===== src/rtl/tcac_pkg.sv =====
// shared types and constants for the triangle coverage average color block
// no dependencies; imported by every module of the block
package tcac_pkg;

	localparam int MAX_DIM     = 1024;
	localparam int CNT_CAP     = MAX_DIM * MAX_DIM;
	localparam int QUEUE_DEPTH = 2;

	localparam int VTX_W     = 11;
	localparam int PIX_W     = 10;
	localparam int COL_W     = 8;
	localparam int SUM_W     = 28;
	localparam int CNT_W     = 21;
	localparam int CFG_IDX_W = 3;
	localparam int LANES     = 3;

	// arithmetic widths of the inside test
	localparam int DIF_W = VTX_W + 1;
	localparam int PRD_W = 2 * DIF_W;
	localparam int DOT_W = PRD_W + 1;
	localparam int MUL_W = 2 * DOT_W;
	localparam int BIG_W = MUL_W + 1;
	localparam int CHK_W = BIG_W + 1;

	localparam int STEP_W = $clog2(COL_W);

	localparam logic [COL_W-1:0] WHITE = '1;

	typedef enum logic [CFG_IDX_W-1:0] {
		REG_V0X,
		REG_V0Y,
		REG_V1X,
		REG_V1Y,
		REG_V2X,
		REG_V2Y
	} cfg_reg_t;

	typedef struct packed {
		logic [SUM_W-1:0] sum_red;
		logic [SUM_W-1:0] sum_green;
		logic [SUM_W-1:0] sum_blue;
		logic [CNT_W-1:0] count;
	} acc_t;

	typedef enum logic [1:0] {
		DIV_IDLE,
		DIV_RUN,
		DIV_HOLD
	} div_state_t;

endpackage


===== src/rtl/tcac_divider.sv =====
// back end: restoring divider, one quotient bit per cycle on three color lanes
// depends on tcac_pkg; holds the result in an output register until popped
module tcac_divider (
	input  logic                      clk,
	input  logic                      arst_n,
	input  logic                      q_empty,
	input  tcac_pkg::acc_t            q_data,
	output logic                      q_pop,
	output logic [tcac_pkg::COL_W-1:0] avg_red,
	output logic [tcac_pkg::COL_W-1:0] avg_green,
	output logic [tcac_pkg::COL_W-1:0] avg_blue,
	output logic [tcac_pkg::CNT_W-1:0] covered_count,
	output logic                      none_covered,
	output logic                      empty,
	input  logic                      pop
);
	import tcac_pkg::*;

	div_state_t state_q, state_d;

	logic [STEP_W-1:0] step_q;
	logic [SUM_W-1:0]  rem_q [LANES];
	logic [COL_W-1:0]  quo_q [LANES];
	logic [CNT_W-1:0]  div_q;

	logic [SUM_W-1:0] shifted;
	logic [SUM_W-1:0] rem_sub [LANES];
	logic             ge [LANES];

	logic             res_v_q;
	logic             res_free, load, zero;
	logic [COL_W-1:0] avg_red_q, avg_green_q, avg_blue_q;
	logic [CNT_W-1:0] count_q;
	logic             none_q;

	// quotient fits 8 bits since every sum is at most 255 times the count
	assign shifted = SUM_W'(div_q) << step_q;

	always_comb begin
		for (int i = 0; i < LANES; i++) begin
			ge[i]      = (rem_q[i] >= shifted);
			rem_sub[i] = rem_q[i] - shifted;
		end
	end

	assign res_free = !res_v_q || pop;
	assign load     = (state_q == DIV_HOLD) && res_free;
	assign q_pop    = (state_q == DIV_IDLE) && !q_empty;
	assign zero     = (div_q == '0);

	always_comb begin
		state_d = state_q;
		case (state_q)
			DIV_IDLE: if (!q_empty) state_d = DIV_RUN;
			DIV_RUN:  if (step_q == '0) state_d = DIV_HOLD;
			DIV_HOLD: if (res_free) state_d = DIV_IDLE;
			default:  state_d = DIV_IDLE;
		endcase
	end

	always_ff @(posedge clk or negedge arst_n) begin
		if (!arst_n) begin
			state_q <= DIV_IDLE;
			res_v_q <= 1'b0;
		end else begin
			state_q <= state_d;
			if (load) begin
				res_v_q <= 1'b1;
			end else if (pop) begin
				res_v_q <= 1'b0;
			end
		end
	end

	always_ff @(posedge clk) begin
		if (q_pop) begin
			rem_q[0] <= q_data.sum_red;
			rem_q[1] <= q_data.sum_green;
			rem_q[2] <= q_data.sum_blue;
			div_q    <= q_data.count;
			step_q   <= STEP_W'(COL_W - 1);
			for (int i = 0; i < LANES; i++) begin
				quo_q[i] <= '0;
			end
		end else if (state_q == DIV_RUN) begin
			for (int i = 0; i < LANES; i++) begin
				if (ge[i]) begin
					rem_q[i] <= rem_sub[i];
				end
				quo_q[i][step_q] <= ge[i];
			end
			step_q <= step_q - STEP_W'(1);
		end
		if (load) begin
			avg_red_q   <= zero ? WHITE : quo_q[0];
			avg_green_q <= zero ? WHITE : quo_q[1];
			avg_blue_q  <= zero ? WHITE : quo_q[2];
			count_q     <= div_q;
			none_q      <= zero;
		end
	end

	assign avg_red       = avg_red_q;
	assign avg_green     = avg_green_q;
	assign avg_blue      = avg_blue_q;
	assign covered_count = count_q;
	assign none_covered  = none_q;
	assign empty         = !res_v_q;

	a_load_from_hold: assert property (@(posedge clk) disable iff (!arst_n)
		$rose(res_v_q) |-> $past(state_q) == DIV_HOLD)
		else $error("result loaded outside hold state");

	a_empty_white: assert property (@(posedge clk) disable iff (!arst_n)
		(res_v_q && none_q) |-> (count_q == '0 && avg_red_q == WHITE
			&& avg_green_q == WHITE && avg_blue_q == WHITE))
		else $error("empty coverage result not white");

endmodule


===== config.mk =====
export PLATFORM = sky130hd
export DESIGN_NAME = tcac_divider
export DESIGN_NICKNAME = d
export VERILOG_FILES = /design/src/rtl/tcac_pkg.sv /design/src/rtl/tcac_divider.sv
export SDC_FILE = /design/constraint.sdc
export NUM_CORES = 1
export LEC_CHECK = 0
export BUFFER_PORTS_ARGS = -buffer_cell sky130_fd_sc_hd__buf_2
export CAP_MARGIN = 20
export CORE_AREA = 2 2 164 166
export CTS_CLUSTER_DIAMETER = 200
export DETAILED_ROUTE_END_ITERATION = 12
export DIE_AREA = 0 0 166 168
export GPL_ROUTABILITY_DRIVEN = 0
export PLACE_DENSITY = 0.64
export SLEW_MARGIN = 10
export SYNTH_ARGS = -nofsm -noshare
export SYNTH_HDL_FRONTEND = slang
export SYNTH_SLANG_ARGS = --single-unit

===== constraint.sdc =====
create_clock -name clk -period 6.6 [get_ports clk]
set_input_delay 0 -clock clk [delete_from_list [all_inputs] [get_ports clk]]
set_output_delay 0 -clock clk [all_outputs]
set_load 0.05 [all_outputs]

==> flow_metrics.py <==
metrics = {
    "status": {
        "status": "finished, final reports clean",
    },
    "detailed_routing": {
        "vias": 9568,
        "totalWireLength_mm": 31.7,
        "wl_per_cell_um": 18.4,
        "antenna_left": 0,
        "route.detailed.drc": 0,
        "drtIter0Drc": 695,
        "drt-vias-per-instance": 5.56,
        "dr.pass1.iters": 7,
    },
    "global_routing": {
        "grt_overflow": 0,
        "grt_pass1_vias": 9157,
        "grt_max_degree": 108,
        "grt_pass1_wl_mm": 49.4,
        "grtUsageTotal_pct": 22.6,
        "antenna_found_initial": 0,
    },
    "place": {
        "post-dp-hpwl_mm": 22.6,
        "buffer_ports.inserted": 156,
        "placed_area_sq_um": 12800,
    },
    "setup_path": {
        "crit_path_end_kind": "register",
        "critPathSlowestCell": "dfxtp_1",
        "crit_fanout": 107,
        "criticalPathCategory": "register to register",
        "cp-startpoint": "step_q[1]",
        "crit_arrival_ns": 5.91,
        "start_kind": "register",
        "crit_path_cell_trace": "buf_4 -> mux2i_1 -> a21oi_1 -> mux2i_1 -> ha_1 -> a21oi_1 -> or4b_2 -> o211ai_1 -> a21oi_1 -> o22ai_1 -> a31o_4 -> buf_12 -> o21ai_0",
        "cp.required_ns": 6.76,
        "r2r-start": "step_q[1]",
        "r2r_setup_slack_ns": 0.86,
        "cp_common_cell": "a21oi_1",
        "reg2reg_to": "rem_q[0][64]",
        "cp_num_buf_inv": 2,
        "slowest_delay_ns": 0.96,
        "r2r_cells": 13,
        "crit_family": "compound AO/OA/AOI/OAI gates",
    },
    "logic_synthesis": {
        "synthMostInstantiatedCell": "edfxtp_1",
        "yosys_register_bits": 181,
        "synth_edf_count": 175,
        "syn_area_per_cell_sq_um": 10.5,
        "yosys.area.top_type": "edfxtp_1",
        "syn_inst": 1110,
        "synth_top_area_share_pct": 45.2,
        "synth_fp_nets": 1308,
        "yosys-top-cells-area": "edfxtp_1 (45%), ha_1 (9.3%), o21ai_0 (4.5%)",
        "seq_area_frac_synth_pct": 46.3,
        "synth_ff_type": "edfxtp_1",
        "ys_top_cells_by_count": "edfxtp_1 (175), nand2_1 (134), o21ai_0 (104)",
        "synth_cell_types": 69,
        "netlist_area_sq_um": 11600,
        "synth_warnings": 0,
        "ys_async_sr_fraction_pct": 1.66,
    },
    "clock_tree": {
        "postCtsSetupRepairBufs": 0,
        "h-tree-depth": 4,
        "cts_buffer_depth": 2,
        "cts_buffers": 17,
        "cts-root-buf": "clkbuf_16",
        "path_clk_slew_ns": 0.08,
        "cts_tree": "built",
        "cts_sinks": 181,
        "worstSkewPairLatency_ns": 0.45,
    },
    "min_path": {
        "hold_depth": 2,
        "min_from": "q_data[12]",
        "holdCritPathClass": "input pin to register",
        "holdPathEnd": "div_q[12]",
    },
    "finish": {
        "stdcell_area_sq_um": 14500,
        "drive_gt1_share_pct": 19.2,
        "areaGrowthSynthToFinish_pct": 24.8,
        "nets": 1564,
        "final_util_pct": 55.1,
        "seq_area_sq_um": 5390,
        "multi_input_area_sq_um": 5980,
        "nFillCells": 2233,
        "diodes": 0,
    },
    "floorplanning": {
        "dieHeight_um": 168,
        "die-area_sq_um": 27900,
        "die_x_um": 166,
        "core_sq_um": 26400,
        "rows": 60,
        "ioPinCount": 157,
        "start_util_pct": 44.1,
    },
    "timing": {
        "max_clock_freq_ghz": 0.174,
        "setup_viol": 0,
        "hold_viol": 0,
        "finalClockSkew_ns": 0.0160,
        "drv_slew": 0,
        "fin_crit_ns": 5.74,
        "rsz0062_at_grt": "no",
        "worst-slew-pin-transition_ns": 1.06,
        "setup_tns_ns": 0,
        "max-slew-margin-rel_pct": 29.6,
        "finalCritPeriodShare_pct": 87.0,
    },
    "run": {
        "drv_cap": 0,
    },
}
## layout make-up
type                            instances  share of cell area (%)
Sequential cell                       181                    37.1
Multi-Input combinational cell        862                    41.2
Tap cell                              341                    2.94
Clock buffer                           17                    2.93
Clock inverter                         15                    1.46
Timing Repair Buffer                  277                    13.7
Inverter                               27                   0.698
## metal layers
layer / GRT usage [%] / routed length [um] / share of wire (%)
met5: 0 / 0 / 0
met2: 37.9 / 15100 / 48
met1: 29.6 / 13900 / 44
met3: 3.88 / 1850 / 5.8
met4: 8.02 / 904 / 2.9
## registers in the layout, indices dropped and copies added, names as in the netlist
name and cells:
rem_q 84, state_q 2, quo_q 24, div_q 21, res_v_q 1, avg_red 8
avg_green 8, avg_blue 8, step_q 3, none_covered 1, covered_count 21
## worst max-delay path by stage
stage                         endpoint  slack [ns]  cells past startpoint
after detailed placement  rem_q[0][64]        0.99                     13
after global routing      rem_q[0][62]        0.61                     13
after CTS                 rem_q[0][64]        0.97                     13
final                     rem_q[0][64]        0.86                     13
after floorplan           rem_q[0][56]        1.20                     15
after global placement    rem_q[0][81]        1.14                     16
## timing repair
item	in CTS	in global routing
hold endpoints to repair	114	0
resized for setup	0	0
hold buffers	109	0
## per-stage QoR
stage / cells / hold slack (ns) / worst slack (ns)
floorplan: 1110 / -0.296 / 1.20
global placement: 1578 / -0.192 / 1.14
detailed placement: 1578 / -0.190 / 0.991
CTS: 1719 / 0.261 / 0.971
global route: 1720 / 0.262 / 0.614
finish: 1720 / 0.265 / 0.858
## cell usage in the layout (no fill, tap or decap), drive strengths merged, types with 18 or more instances in the layout
master / count
a21o: 39
a21oi: 93
buf: 168
dlygate4sd3: 109
edfxtp: 175
ha: 86
inv: 36
mux2i: 23
nand2: 134
nand3: 21
nand4: 18
nor2: 47
o21ai: 122
or2: 27
xnor2: 34
xor2: 35
## cell families (layout without fill, tap and decap cells)
family,Yosys count,in the layout,share of synthesized area [%]
fa+ha+maj,89,89,9.77
compound gates,339,339,18.2
xor+xnor,69,69,5.20
flops,181,181,46.3
simple gates,328,328,13.6
mux,37,37,4.34
buf+inv,67,336,2.58
Power is left out: the tool's default activity adds up to more than one toggle a clock period on the data nets, which glitch-free logic cannot reach.
