[src/rtl/tcac_pkg.sv]
// shared types and constants for the triangle coverage average color block
// no dependencies; imported by every module of the block
package tcac_pkg;

	localparam int MAX_DIM     = 1024;
	localparam int CNT_CAP     = MAX_DIM * MAX_DIM;
	localparam int QUEUE_DEPTH = 2;

	localparam int VTX_W     = 11;
	localparam int PIX_W     = 10;
	localparam int COL_W     = 8;
	localparam int SUM_W     = 28;
	localparam int CNT_W     = 21;
	localparam int CFG_IDX_W = 3;
	localparam int LANES     = 3;

	// arithmetic widths of the inside test
	localparam int DIF_W = VTX_W + 1;
	localparam int PRD_W = 2 * DIF_W;
	localparam int DOT_W = PRD_W + 1;
	localparam int MUL_W = 2 * DOT_W;
	localparam int BIG_W = MUL_W + 1;
	localparam int CHK_W = BIG_W + 1;

	localparam int STEP_W = $clog2(COL_W);

	localparam logic [COL_W-1:0] WHITE = '1;

	typedef enum logic [CFG_IDX_W-1:0] {
		REG_V0X,
		REG_V0Y,
		REG_V1X,
		REG_V1Y,
		REG_V2X,
		REG_V2Y
	} cfg_reg_t;

	typedef struct packed {
		logic [SUM_W-1:0] sum_red;
		logic [SUM_W-1:0] sum_green;
		logic [SUM_W-1:0] sum_blue;
		logic [CNT_W-1:0] count;
	} acc_t;

	typedef enum logic [1:0] {
		DIV_IDLE,
		DIV_RUN,
		DIV_HOLD
	} div_state_t;

endpackage

[src/rtl/tcac_queue.sv]
// short queue of per-image accumulator snapshots between front and back end
// depends on tcac_pkg for the entry type
module tcac_queue #(
	parameter int DEPTH = tcac_pkg::QUEUE_DEPTH
) (
	input  logic           clk,
	input  logic           arst_n,
	input  logic           wr_en,
	input  tcac_pkg::acc_t wr_data,
	output logic           full,
	input  logic           rd_en,
	output tcac_pkg::acc_t rd_data,
	output logic           empty
);
	import tcac_pkg::*;

	localparam int PTR_W = $clog2(DEPTH);
	localparam int OCC_W = $clog2(DEPTH + 1);

	acc_t             mem_q [DEPTH];
	logic [PTR_W-1:0] wr_ptr_q, rd_ptr_q;
	logic [OCC_W-1:0] occ_q;

	assign full    = (occ_q == OCC_W'(DEPTH));
	assign empty   = (occ_q == '0);
	assign rd_data = mem_q[rd_ptr_q];

	always_ff @(posedge clk) begin
		if (wr_en) begin
			mem_q[wr_ptr_q] <= wr_data;
		end
	end

	always_ff @(posedge clk or negedge arst_n) begin
		if (!arst_n) begin
			wr_ptr_q <= '0;
			rd_ptr_q <= '0;
			occ_q    <= '0;
		end else begin
			if (wr_en) begin
				wr_ptr_q <= (wr_ptr_q == PTR_W'(DEPTH - 1)) ? '0 : wr_ptr_q + PTR_W'(1);
			end
			if (rd_en) begin
				rd_ptr_q <= (rd_ptr_q == PTR_W'(DEPTH - 1)) ? '0 : rd_ptr_q + PTR_W'(1);
			end
			if (wr_en && !rd_en) begin
				occ_q <= occ_q + OCC_W'(1);
			end else if (rd_en && !wr_en) begin
				occ_q <= occ_q - OCC_W'(1);
			end
		end
	end

	a_occ_range: assert property (@(posedge clk) disable iff (!arst_n)
		occ_q <= OCC_W'(DEPTH))
		else $error("queue occupancy out of range");

	a_empty_ptrs: assert property (@(posedge clk) disable iff (!arst_n)
		(occ_q == '0) |-> (wr_ptr_q == rd_ptr_q))
		else $error("empty queue with mismatched pointers");

endmodule

[config.mk]
export PLATFORM = sky130hd
export DESIGN_NAME = tcac_queue
export DESIGN_NICKNAME = d
export VERILOG_FILES = /design/src/rtl/tcac_pkg.sv /design/src/rtl/tcac_queue.sv
export SDC_FILE = /design/constraint.sdc
export NUM_CORES = 1
export LEC_CHECK = 0
export BUFFER_PORTS_ARGS = -buffer_cell sky130_fd_sc_hd__clkbuf_2
export CAP_MARGIN = 40
export CORE_AREA = 10 10 152 154
export CTS_CLUSTER_DIAMETER = 150
export CTS_CLUSTER_SIZE = 28
export DETAILED_ROUTE_END_ITERATION = 7
export DIE_AREA = 0 0 162 164
export PLACE_DENSITY = 0.75
export SLEW_MARGIN = 10
export SYNTH_ARGS = -nofsm -noshare
export SYNTH_HDL_FRONTEND = slang
export SYNTH_SLANG_ARGS = --single-unit
[constraint.sdc]
create_clock -name clk -period 6.7 [get_ports clk]
set_input_delay 1.675 -clock clk [delete_from_list [all_inputs] [get_ports clk]]
set_output_delay 1.675 -clock clk [all_outputs]
set_load 0.01 [all_outputs]
==> results of run 1 <==
-- kinds of logic (layout without fill, tap and decap cells) --
group	after synthesis	count (layout)
fa+ha+maj	1	1
buf+inv	13	237
other cells	0	2
flops	214	214
xor+xnor	5	5
simple gates	5	5
mux	105	105
-- critical path: cells and delay by family, from the launching register on --
kind / cells / cell delay (ns)
buffers and inverters: 3 / 1.00
DFF: 1 / 0.61
muxes: 1 / 0.42
-- power groups by stage --
| stage | logic, mW | clock network (mW) | registers (mW) |
|---|---|---|---|
| after floorplan | 0.836 | 0 | 1.87 |
| after global placement | 1.16 | 0 | 1.95 |
| after detailed placement | 1.28 | 0 | 1.90 |
| after CTS | 1.29 | 0.712 | 1.87 |
| after global routing | 1.36 | 0.753 | 1.89 |
| final | 1.25 | 0.681 | 1.86 |
-- Yosys cell counts --
master	number	area (sq um)
mux2_4	40	601
nor2_1	2	7.51
mux2_2	65	732
inv_1	1	3.75
xor2_1	4	35.0
and2_1	1	6.26
buf_2	6	30.0
ha_1	1	12.5
xnor2_1	1	8.76
buf_6	6	67.6
nor2b_1	2	12.5
dfrtp_1	4	100
edfxtp_1	210	6310
-- flip-flops by register name (all words and copies together), names as in the netlist --
signal,cells
mem_q,210
rd_ptr_q,1
occ_q,2
wr_ptr_q,1
-- worst min path at each step --
stage	start	to	slack (ns)	cells after the start
final	occ_q[1]	occ_q[1]	0.51	1
after detailed placement	occ_q[1]	occ_q[1]	0.48	1
after floorplan	occ_q[1]	occ_q[1]	0.46	1
after CTS	occ_q[1]	occ_q[1]	0.51	1
after global routing	occ_q[1]	occ_q[1]	0.54	1
after global placement	occ_q[1]	occ_q[1]	0.48	1
-- layer usage --
metal	track usage	up-vias	wire [um]
met5	0	-	0
met4	0.0269	0	329
met3	0.0456	18	1460
met2	0.207	159	8130
met1	0.130	1952	6100
li1	-	1785	-
-- final cells by class --
class / instances / area, sq um / area share
clock buffers: 13 / 283 / 0.0293
repair buffers: 222 / 1180 / 0.122
inverters: 1 / 3.75 / 0.000389
well taps: 270 / 338 / 0.0350
flip-flops and latches: 214 / 6410 / 0.664
clock inverters: 1 / 11.3 / 0.00117
diodes: 2 / 5.00 / 0.000518
multi-input cells: 116 / 1430 / 0.148
==> flow_summary.json, run 1 <==
{
  "synth_fa_ha_area_frac": 0.00158,
  "crit_chain": "buf_16, buf_4, mux2_2, clkbuf_2",
  "postCtsSetupBuffers": 0,
  "portBuffers": 215,
  "final_hold_viol_count": 0,
  "grt_start_max_net_pins": 49,
  "grt.overflow.total": 0,
  "io_pins": 216,
  "finalSetupViolations": 0,
  "ff2ff_setup_slack_ns": 4.59,
  "seqPwrFrac": 0.491,
  "pwr-share-comb": 0.329,
  "internal_power_mw": 2.68,
  "endpoint_kind": "output port",
  "ir_drop_v": 0.000266,
  "vias": 3914,
  "relSlewSlack": 0.593,
  "finalPower_mw": 3.79,
  "grt_pass1_vias": 4595,
  "core-area_sq_um": 20000,
  "hold_slack_ns": 0.507,
  "synth_mux_area_frac": 0.168,
  "h-tree-depth": 1,
  "fin_area_sq_um": 9660,
  "startpoint_type": "flop",
  "worst_ep_arrival_time_ns": 2.54,
  "crit_start": "rd_ptr_q",
  "place_area_sq_um": 9360,
  "post-route-min-period_ns": 4.21,
  "clk_latency_ns": 0.45,
  "status": "complete, no violations",
  "leakagePower_nw": 3.74,
  "syn_area_sq_um": 7920,
  "netlist_instances": 343,
  "max_stage_delay_ns": 0.61,
  "nets": 676,
  "fin_ws_ns": 2.49,
  "pwr-share-clk": 0.180,
  "mostFrequentLayoutCells": "clkbuf_2 (215), edfxtp_1 (210), mux2_2 (65)",
  "synth_warnings": 0,
  "finalNonFillerCells": 839,
  "tritoncts": "done",
  "grt_usage": 0.117,
  "drt_iter0_drc": 193,
  "ys_seq_area_frac": 0.809,
  "slew_viol_final": 0,
  "finish.utilization": 0.482,
  "n_fill_cell": 1726,
  "clk_path_buf_depth": 3,
  "hold_class": "reg2reg",
  "syn_nets": 453,
  "cp.required_ns": 5.03,
  "r2r_cells": 3,
  "worst_pin_slew_ns": 0.610,
  "slowest_stage": "dfrtp_4",
  "r2r_start": "wr_ptr_q",
  "clkTransAtPathRegs_ns": 0.10,
  "post-place-cells": 823,
  "fp-row-count": 52,
  "dieArea_sq_um": 26600,
  "cts_inserted_buffers": 11,
  "rsz0062_at_grt": "false",
  "cts-root-buf": "clkbuf_16",
  "finalWirelength_um": 16000,
  "regToRegEndpoint": "mem_q[1][74]",
  "avgSynthCellArea_sq_um": 23.1,
  "antenna_found_initial": 2,
  "dpl.hpwl_um": 11800,
  "maxCapViolCount": 0,
  "synthSimpleGateAreaFrac": 0.00332,
  "drc_errors": 0,
  "start_util": 0.395,
  "power_switching_mw": 1.11,
  "synth_top_family_by_area": "multiplexers",
  "netlist-cell-type-count": 13,
  "ctsHoldBuffers": 0,
  "cts_resized": 0,
  "post-route-period-util": 0.629,
  "dp_slack_ns": 2.90,
  "clock-sinks": 214,
  "worstPathMaxFanout": 48,
  "endpoint": "rd_data[28]",
  "worstSetupPathType": "reg2out",
  "avgViaCountPerCell": 4.67,
  "drive_gt1_frac": 0.603,
  "areaGrowthSynthToFinish_pct": 21.9,
  "fmax_ghz": 0.237,
  "place_congestion": 0.758,
  "clock_skew_ns": 0.00664,
  "die_h_um": 164,
  "dieWidth_um": 162,
  "final_common_cell": "clkbuf_2",
  "antenna_left": 0,
  "routedWlPerCell_um": 19.1,
  "ys_ff_latch": 214,
  "setup_tns_ns": 0,
  "p_sw_frac": 0.293,
  "synth_compound_gate_area_share": 0,
  "p_per_area_nw_per_um2": 393,
  "grt_pass1_wl_um": 24900,
  "first_pass_iters": 4,
  "synth_xor_area_frac": 0.00553
}
No activity file was read; power rests on OpenSTA's default activity.
==> inputs of run 2 (changes only) <==
- PLACE_DENSITY: 0.75 -> 0.77
- clock period: 6.7 -> 3.8 ns (I/O delays scaled with it)
==> flow_summary.json, run 2 (synthesis results as in run 1) <==
{
  "grt_pass1_vias": 4400,
  "worst_ep_arrival_time_ns": 2.07,
  "clk_latency_ns": 0.47,
  "r2r_cells": 2,
  "fmax_ghz": 0.331,
  "grt.overflow.total": 0,
  "post-route-period-util": 0.794,
  "first_pass_iters": 4,
  "worstSetupPathType": "reg2out",
  "drt_iter0_drc": 188,
  "final_hold_viol_count": 0,
  "finalWirelength_um": 15900,
  "maxCapViolCount": 0,
  "tritoncts": "done",
  "drive_gt1_frac": 0.602,
  "largest_reg_flops": 210,
  "cts_resized": 0,
  "dpl.hpwl_um": 11600,
  "fin_ws_ns": 0.782,
  "leakagePower_nw": 3.73,
  "top_register": "mem_q",
  "h-tree-depth": 1,
  "clkTransAtPathRegs_ns": 0.10,
  "core-area_sq_um": 20000,
  "grt_start_max_net_pins": 56,
  "cts-root-buf": "clkbuf_16",
  "finalSetupViolations": 0,
  "mostFrequentLayoutCells": "clkbuf_2 (215), edfxtp_1 (210), mux2_2 (65)",
  "worst_pin_slew_ns": 0.753,
  "dieArea_sq_um": 26600,
  "cts_inserted_buffers": 11,
  "grt_usage": 0.115,
  "fp-row-count": 52,
  "ff2ff_setup_slack_ns": 2.15,
  "final_common_cell": "clkbuf_2",
  "ir_drop_v": 0.000623,
  "setup_tns_ns": 0,
  "antenna_left": 0,
  "worstPathMaxFanout": 51,
  "r2r_start": "wr_ptr_q",
  "areaGrowthSynthToFinish_pct": 21.4,
  "vias": 3913,
  "clk_path_buf_depth": 3,
  "routedWlPerCell_um": 19.0,
  "place_congestion": 0.756,
  "fin_area_sq_um": 9620,
  "antenna_found_initial": 1,
  "finalPower_mw": 6.65,
  "regToRegEndpoint": "mem_q[1][51]",
  "dieWidth_um": 162,
  "status": "complete, no violations",
  "clock-sinks": 214,
  "finalNonFillerCells": 836,
  "cp.required_ns": 2.85,
  "slowest_stage": "buf_4",
  "post-route-min-period_ns": 3.02,
  "nets": 675,
  "die_h_um": 164,
  "grt_pass1_wl_um": 24500,
  "start_util": 0.395,
  "diodes": 0,
  "n_fill_cell": 1703,
  "max_stage_delay_ns": 0.57,
  "ctsHoldBuffers": 0,
  "slew_viol_final": 0,
  "place_area_sq_um": 9320,
  "avgViaCountPerCell": 4.68,
  "relSlewSlack": 0.498,
  "drc_errors": 0,
  "startpoint_type": "flop",
  "hold_class": "in2async",
  "p_per_area_nw_per_um2": 691,
  "io_pins": 216,
  "endpoint_kind": "output port",
  "crit_chain": "buf_4, mux2_2, clkbuf_2",
  "post-place-cells": 822,
  "clock_skew_ns": 0.0175,
  "largest_registers": "mem_q x210, occ_q x2",
  "dp_slack_ns": 1.26,
  "postCtsSetupBuffers": 0,
  "portBuffers": 215,
  "rsz0062_at_grt": "false"
}
## run 2: cell types whose count changed in the layout (fill, tap and decap cells not counted)
cell and delta:
diode_2 -2, buf_16 -2, buf_12 +1
## run 2: routing by layer
| layer | track usage | vias to the layer above | routed length [um] |
|---|---|---|---|
| li1 | - | 1786 | - |
| met1 | 0.139 | 1934 | 6410 |
| met2 | 0.186 | 172 | 7490 |
| met3 | 0.0503 | 19 | 1640 |
| met4 | 0.0281 | 2 | 320 |
| met5 | 0 | - | 9 |
## run 2: stage by stage
step / hold WS (ns) / utilization
2_1_floorplan: 0.456 / -
3_3_place_gp: 0.473 / 0.465
3_5_place_dp: 0.480 / 0.465
4_1_cts: 0.272 / 0.480
5_1_grt: 0.268 / 0.480
6_report: 0.280 / 0.480
## run 2: final cells by class
class                           count  area, sq um  area share
Sequential cell                   214         6410       0.667
Multi-Input combinational cell    116         1430       0.148
Timing Repair Buffer              221         1150       0.119
Tap cell                          270          338      0.0351
Clock buffer                       13          283      0.0294
Clock inverter                      1         11.3     0.00117
Inverter                            1         3.75    0.000390
## run 2: worst max-delay path by stage
stage             start          end  slack, ns  depth (start not counted)
2_1_floorplan     wr_en  mem_q[0][0]       0.84                          1
3_3_place_gp   rd_ptr_q  rd_data[19]       1.31                          3
3_5_place_dp   rd_ptr_q  rd_data[88]       1.26                          3
4_1_cts        rd_ptr_q  rd_data[20]       0.75                          3
5_1_grt        rd_ptr_q  rd_data[94]       0.68                          3
6_report       rd_ptr_q  rd_data[88]       0.78                          3
## run 2: worst max-delay path: cells and delay by family (launching register included)
kind     cells  cell delay [ns]
flops        1             0.43
mux          1             0.41
buf+inv      2             0.70
## run 2: where the power goes
part	total [mW]	leakage (nW)	internal [mW]	switching, mW
logic	2.20	1.57	1.04	1.16
clock network	1.20	0.144	0.539	0.663
registers	3.25	2.02	3.13	0.118
total	6.65	3.73	4.70	1.94
==> inputs of run 3 (changes only) <==
- PLACE_DENSITY: 0.77 -> 0.75
- clock period: 3.8 -> 3.2 ns (I/O delays scaled with it)
==> flow_summary.json, run 3 (synthesis results as in run 1) <==
{
  "internal_power_mw": 5.62,
  "cts_resized": 0,
  "slew_viol_final": 0,
  "r2r_start": "wr_ptr_q",
  "endpoint_kind": "output port",
  "worstPathMaxFanout": 46,
  "rsz0062_at_grt": "false",
  "p_sw_frac": 0.293,
  "hold_class": "in2async",
  "pwr-share-comb": 0.325,
  "worstSetupPathType": "reg2out",
  "largest_reg_flops": 210,
  "post-route-period-util": 0.894,
  "pwr-share-clk": 0.182,
  "cts_inserted_buffers": 11,
  "setup_tns_ns": 0,
  "drt_iter0_drc": 200,
  "grt.overflow.total": 0,
  "h-tree-depth": 1,
  "ctsHoldBuffers": 0,
  "fp-row-count": 52,
  "dieWidth_um": 162,
  "dieArea_sq_um": 26600,
  "final_hold_viol_count": 0,
  "tritoncts": "done",
  "relSlewSlack": 0.637,
  "place_congestion": 0.750,
  "routedWlPerCell_um": 19.0,
  "p_per_area_nw_per_um2": 823,
  "path_delay_family": "flip-flops",
  "clock_skew_ns": 0.0101,
  "critPathBufInv": 2,
  "postCtsSetupBuffers": 0,
  "clock-sinks": 214,
  "die_h_um": 164,
  "avgViaCountPerCell": 4.64,
  "core-area_sq_um": 20000,
  "largest_registers": "mem_q x210, occ_q x2",
  "top_register": "mem_q",
  "ff2ff_setup_slack_ns": 1.54,
  "areaGrowthSynthToFinish_pct": 21.9,
  "power_switching_mw": 2.33,
  "antenna_left": 0,
  "max_stage_delay_ns": 0.70,
  "mostFrequentLayoutCells": "clkbuf_2 (215), edfxtp_1 (210), mux2_2 (65)",
  "drc_errors": 0,
  "place_area_sq_um": 9360,
  "ir_drop_v": 0.000504,
  "clk_latency_ns": 0.45,
  "maxCapViolCount": 0,
  "leakagePower_nw": 3.74,
  "cp.depth": 3,
  "crit_chain": "buf_12, mux2_2, clkbuf_2",
  "dpl.hpwl_um": 11700,
  "fin_area_sq_um": 9660,
  "nets": 676,
  "start_util": 0.395,
  "diodes": 0,
  "antenna_found_initial": 0,
  "final_common_cell": "clkbuf_2",
  "first_pass_iters": 4,
  "io_pins": 216,
  "cp.required_ns": 2.40,
  "regToRegEndpoint": "mem_q[1][10]",
  "clk_path_buf_depth": 3,
  "finalSetupViolations": 0,
  "portBuffers": 215,
  "vias": 3900,
  "cts-root-buf": "clkbuf_16",
  "n_fill_cell": 1700,
  "grt_pass1_wl_um": 24200,
  "grt_start_max_net_pins": 79,
  "grt_pass1_vias": 4434,
  "r2r_cells": 2,
  "status": "complete, no violations",
  "worst_ep_arrival_time_ns": 2.06,
  "worst_pin_slew_ns": 0.545,
  "fmax_ghz": 0.349,
  "drive_gt1_frac": 0.600,
  "grt_usage": 0.115,
  "post-route-min-period_ns": 2.86,
  "clkTransAtPathRegs_ns": 0.10,
  "finalWirelength_um": 15900,
  "seqPwrFrac": 0.493,
  "startpoint_type": "flop",
  "slowest_stage": "dfrtp_4"
}
[run 3: cell count changes in the layout (fill, tap and decap cells not counted)]
cell and change:
clkbuf_1 +3, buf_12 +2, buf_4 -1
[run 3: worst max path at each step]
stage | to | startpoint | slack [ns]
global placement | rd_data[16] | rd_ptr_q | 0.87
CTS | rd_data[78] | rd_ptr_q | 0.31
global route | rd_data[78] | rd_ptr_q | 0.25
floorplan | mem_q[0][0] | wr_en | 0.39
finish | rd_data[21] | rd_ptr_q | 0.34
detailed placement | rd_data[78] | rd_ptr_q | 0.83
[run 3: routing by layer]
layer,up-vias,GRT usage,part of all wire
li1,1792,-,-
met5,-,0,0
met1,1938,0.133,0.40
met2,154,0.197,0.50
met3,16,0.0466,0.094
met4,0,0.0261,0.012
[run 3: per-stage QoR]
| step | cells | hold WS (ns) | utilization | total power, mW | worst slack [ns] |
|---|---|---|---|---|---|
| 6_report | 840 | 0.149 | 0.482 | 7.95 | 0.338 |
| 5_1_grt | 840 | 0.129 | 0.482 | 8.39 | 0.246 |
| 4_1_cts | 840 | 0.145 | 0.482 | 8.10 | 0.314 |
| 3_5_place_dp | 823 | 0.490 | 0.467 | 6.64 | 0.825 |
| 3_3_place_gp | 823 | 0.473 | 0.467 | 6.56 | 0.867 |
| 2_1_floorplan | 343 | 0.456 | - | 5.64 | 0.386 |
[run 3: area by class of cell]
type	instances	area, sq um	share of cell area
Inverter	1	3.75	0.000389
Tap cell	270	338	0.0350
Clock buffer	16	294	0.0304
Clock inverter	1	11.3	0.00117
Timing Repair Buffer	222	1180	0.122
Sequential cell	214	6410	0.664
Multi-Input combinational cell	116	1430	0.148
[run 3: power groups by stage]
stage | clock network [mW] | logic (mW) | registers, mW
after global placement | 0 | 2.60 | 3.96
after global routing | 1.62 | 2.80 | 3.98
after detailed placement | 0 | 2.65 | 4.00
after floorplan | 0 | 1.75 | 3.89
after CTS | 1.51 | 2.66 | 3.93
final | 1.45 | 2.58 | 3.92
